--- src/rtl/rse_pkg.sv ---
// ----------------------------------------------------------------------------
// rse_pkg
// shared types, codes and constants of the rpn stack evaluator
// ----------------------------------------------------------------------------
package rse_pkg;

   localparam int RSE_STACK_DEPTH = 128;
   localparam int WORD_W          = 32;
   localparam int FUNC_W          = 3;
   localparam int STATUS_W        = 2;

   // token function codes
   localparam logic [FUNC_W-1:0] FUNC_PUSH = 3'd0;
   localparam logic [FUNC_W-1:0] FUNC_ADD  = 3'd1;
   localparam logic [FUNC_W-1:0] FUNC_SUB  = 3'd2;
   localparam logic [FUNC_W-1:0] FUNC_MUL  = 3'd3;
   localparam logic [FUNC_W-1:0] FUNC_DIV  = 3'd4;
   localparam logic [FUNC_W-1:0] FUNC_REM  = 3'd5;

   // result status codes
   localparam logic [STATUS_W-1:0] STATUS_OK      = 2'd0;
   localparam logic [STATUS_W-1:0] STATUS_UNDER   = 2'd1;
   localparam logic [STATUS_W-1:0] STATUS_OVER    = 2'd2;
   localparam logic [STATUS_W-1:0] STATUS_DIVZERO = 2'd3;

   typedef struct packed {
      logic [FUNC_W-1:0]        func;
      logic signed [WORD_W-1:0] literal;
      logic                     expr_end;
   } req_type;

   typedef struct packed {
      logic signed [WORD_W-1:0] top_value;
      logic [STATUS_W-1:0]      status;
      logic                     stack_empty;
      logic                     expr_done;
   } rsp_type;

   typedef enum logic [1:0] {
      ST_IDLE,
      ST_EXEC,
      ST_DIV,
      ST_RESULT
   } state_type;

   // controller to datapath
   typedef struct packed {
      logic accept;
      logic exec;
      logic div_commit;
      logic load_rsp;
   } cmd_type;

   // datapath to controller
   typedef struct packed {
      logic div_needed;
      logic div_done;
   } sts_type;

endpackage

--- src/rtl/rse_ctrl.sv ---
// ----------------------------------------------------------------------------
// rse_ctrl
// token sequencer and response valid register
// ----------------------------------------------------------------------------
module rse_ctrl
   import rse_pkg::*;
(
   input  logic    clock,
   input  logic    reset,
   input  logic    req_valid,
   output logic    req_stall,
   output logic    rsp_valid,
   input  logic    rsp_stall,
   input  sts_type sts,
   output cmd_type cmd
);

   state_type state_ff, state_in;
   logic      rsp_valid_ff, rsp_valid_in;
   logic      rsp_free;

   assign rsp_free = !rsp_valid_ff || !rsp_stall;

   // next state
   always_comb begin
      state_in = state_ff;
      unique case (state_ff)
         ST_IDLE:   if (req_valid) state_in = ST_EXEC;
         ST_EXEC:   state_in = sts.div_needed ? ST_DIV : ST_RESULT;
         ST_DIV:    if (sts.div_done) state_in = ST_RESULT;
         ST_RESULT: if (rsp_free) state_in = ST_IDLE;
         default:   state_in = ST_IDLE;
      endcase
   end

   // outputs
   always_comb begin
      req_stall      = (state_ff != ST_IDLE);
      cmd.accept     = (state_ff == ST_IDLE) && req_valid;
      cmd.exec       = (state_ff == ST_EXEC);
      cmd.div_commit = (state_ff == ST_DIV) && sts.div_done;
      cmd.load_rsp   = (state_ff == ST_RESULT) && rsp_free;
      rsp_valid_in   = rsp_valid_ff;
      if (rsp_valid_ff && !rsp_stall) rsp_valid_in = 1'b0;
      if (cmd.load_rsp) rsp_valid_in = 1'b1;
   end

   always_ff @(posedge clock) begin
      if (reset) begin
         state_ff     <= ST_IDLE;
         rsp_valid_ff <= 1'b0;
      end else begin
         state_ff     <= state_in;
         rsp_valid_ff <= rsp_valid_in;
      end
   end

   assign rsp_valid = rsp_valid_ff;

   a_load_when_free: assert property (@(posedge clock) disable iff (reset)
      cmd.load_rsp |-> (!rsp_valid_ff || !rsp_stall))
      else $error("response overwritten while stalled");

   a_div_done_in_div: assert property (@(posedge clock) disable iff (reset)
      sts.div_done |-> state_ff == ST_DIV)
      else $error("divider finished outside divide state");

   a_accept_to_exec: assert property (@(posedge clock) disable iff (reset)
      cmd.accept |=> state_ff == ST_EXEC)
      else $error("accepted request not executed next");

endmodule

--- config.mk ---
export PLATFORM = sky130hd
export DESIGN_NAME = rse_ctrl
export DESIGN_NICKNAME = d
export VERILOG_FILES = /design/src/rtl/rse_pkg.sv /design/src/rtl/rse_ctrl.sv
export SDC_FILE = /design/constraint.sdc
export NUM_CORES = 1
export LEC_CHECK = 0
export BUFFER_PORTS_ARGS = -buffer_cell sky130_fd_sc_hd__buf_2
export CORE_AREA = 10 10 47 49
export CTS_BUF_LIST = sky130_fd_sc_hd__clkbuf_2
export DETAILED_ROUTE_END_ITERATION = 6
export DIE_AREA = 0 0 57 59
export PLACE_DENSITY_LB_ADDON = 0.08
export SLEW_MARGIN = 25
export SYNTH_ARGS = -nofsm -noshare
export SYNTH_HDL_FRONTEND = slang
export SYNTH_SLANG_ARGS = --single-unit
--- constraint.sdc ---
create_clock -name clock -period 3.7 [get_ports clock]
set_input_delay 0.37 -clock clock [delete_from_list [all_inputs] [get_ports clock]]
set_output_delay 0.37 -clock clock [all_outputs]
set_load 0.01 [all_outputs]
==> reports/qor.csv <==
metric;value;unit
part of the power in registers;23.4;%
Clock Sinks;3;
CTS H-tree lvls;1;
maxcap violations;0;
Initial Util;19.6;%
Max IR drop VDD;0.182;mV
CP required;3330;ps
Least-Margin Pin Slew;201;ps
critical path's slowest cell;dfxtp_1;
Switching Share;44.0;%
Critical Path Source Type;register;
Clock power frac;17.1;%
Synth Cell Area;274;µm²
vias in the first global route;275;
Avg Inst Size Synth;9.79;µm²
YS warnings;0;
crit path DAT;1310;ps
total gr overflow;0;
Netlist cell types;17;
clock-pin transition on the worst setup and hold timing paths;40;ps
vias post-DR;243;
first-pass GRT wire length;1.19;mm
CP Cell Sequence;inv_1 -> ha_1 -> and2_2 -> buf_2;
GRT Util Overall;4.53;%
Core Footprint;1400;µm²
Cell Pwr Density;729;nW/µm²
Yosys top cell area share;22.8;%
Vias/cell;4.19;
crit path kind;reg -> out;
Crit. End Element;output pin;
Synth area leaders;ha_1 (23%), dfxtp_1 (22%), nand2b_4 (10%);
largest net degree at the start of global routing;6;
Synthesized Nets;39;
Setup Skew;0.813;ps
Clock Path Buffers;2;
post-CTS sizing;0;
RSZ-0062 raised after global routing;false;
Rows;14;
Routed WL;677;µm
status;finished clean;
TritonCTS Buffers;3;
final RePlAce weighted congestion;0.672;
antenna violations before repair;0;
TNS Setup;0;ps
fmax;595;MHz
Die Wd;57;µm
Initial DRC Count;4;
Top Ports;12;
Hold WC Path Type;in -> reg;
Min Clock Period, post-route;1680;ps
PnR Total Power;0.264;mW
fin crit share;45.5;%
Fillers;170;
Setup Fix Bufs, Post-CTS;0;
Seq/Total Area, Yosys;21.9;%
Net Sw Power;0.116;mW
Seq cells post-synth;3;
Cell Int Power;0.147;mW
Slew HR;86.6;%
Clock Latency Late Sink;200;ps
DIE AREA;3360;µm²
synthesized instance count;28;
Static Leak;0.183;nW
IO Port Bufs;11;
CTS tree;built;
ant diodes;0;
delay of the slowest cell on the worst path;420;ps
layout cell share with drive strength beyond 1;50.0;%
dominant cell type by area after synthesis;ha_1;
Layout Area Growth over Synthesis;32.0;%
Logic pwr share;59.5;%
DIE HEIGHT;59;µm
DR pass1 iterations;2;
DRC viols;0;
dpl hpwl;562;µm
CTS Hold Buffers Added;0;
nets;54;
Final Hold Viols;0;
Root Driver;clkbuf_2;
final slew viol count;0;
Routed WL per cell;11.7;µm
Routed Antenna Nets;0;
Finish-stage setup viols;0;
Critical Path Fanout Max;5;
==> state kept, by name, indices dropped and copies added (netlist names) <==
register,count
rsp_valid,1
state_ff,2
==> Yosys cell counts, drive strengths merged <==
| cell type | instances |
|---|---|
| a21boi | 1 |
| a21oi | 3 |
| a311oi | 1 |
| a31o | 1 |
| a31oi | 1 |
| and2 | 2 |
| and3 | 1 |
| buf | 1 |
| dfxtp | 3 |
| ha | 5 |
| inv | 3 |
| nand2b | 2 |
| nand3 | 1 |
| nand3b | 1 |
| nand4 | 1 |
| nor2 | 1 |
==> critical path: cells and delay by family (launching register included) <==
kind,cells,cell delay [ps]
simple gates,1,180
buf+inv,2,250
flops,1,420
fa+ha+maj,1,260
==> worst paths after layout <==
| path | end | cells past startpoint | start | slack, ps |
|---|---|---|---|---|
| worst max register to register | state_ff[0] | 5 | state_ff[0] | 2370 |
| worst min-delay path | state_ff[0] | 2 | reset | 380 |
| worst max-delay path | cmd[3] | 4 | state_ff[0] | 2020 |
| worst min register to register | rsp_valid | 2 | rsp_valid | 580 |
==> routing by layer <==
layer  vias to the layer above  wire [µm]  global-route usage [%]
met1                       108        277                    4.61
met4                         0         10                    4.03
met5                         -          0                       0
met2                         8        326                    6.67
met3                         2         62                    2.36
li1                        125          -                       -
==> power by group through the flow <==
stage                     Sequential [mW]  Clock (mW)  Combinational, mW
after global placement             0.0616           0              0.162
after floorplan                    0.0573           0              0.121
after CTS                          0.0615      0.0471              0.161
after detailed placement           0.0619           0              0.160
after global routing               0.0638      0.0493              0.184
final                              0.0616      0.0450              0.157
==> placed cells by master, fill, tap and decap left out <==
master and n:
a21boi_0 1, a21oi_1 3, a311oi_2 1, a31o_1 1
a31oi_1 1, and2_1 1, and2_2 1, and3_4 1
buf_2 11, clkbuf_2 4, dfxtp_1 3, ha_1 5
inv_1 3, nand2b_4 2, nand3_2 1, nand3b_1 1
nand4_1 1, nor2_1 1
==> stage by stage <==
| step | instance area [µm²] | hold slack (ps) | utilization, % | cells | setup slack [ps] |
|---|---|---|---|---|---|
| global placement | 342 | 530 | 24.4 | 54 | 2240 |
| global route | 362 | 377 | 25.8 | 58 | 1930 |
| detailed placement | 342 | 578 | 24.4 | 54 | 2240 |
| CTS | 362 | 369 | 25.8 | 58 | 2010 |
| finish | 362 | 382 | 25.8 | 58 | 2020 |
| floorplan | 274 | 438 | - | 28 | 2430 |
==> final cells by class <==
type                       instances  area (µm²)  area share, %
clock buffer                       4        20.0           5.54
inverter                           3        11.3           3.11
multi-input combinational         21         195           54.0
sequential                         3        60.1           16.6
tap                               16        20.0           5.54
timing repair buffer              11        55.1           15.2
==> cell families after synthesis <==
group | synth area share, %
fa+ha+maj | 22.8
flops | 21.9
simple gates | 29.2
compound gates | 19.2
buf+inv | 6.85
No activity file was read; power rests on OpenSTA's default activity.
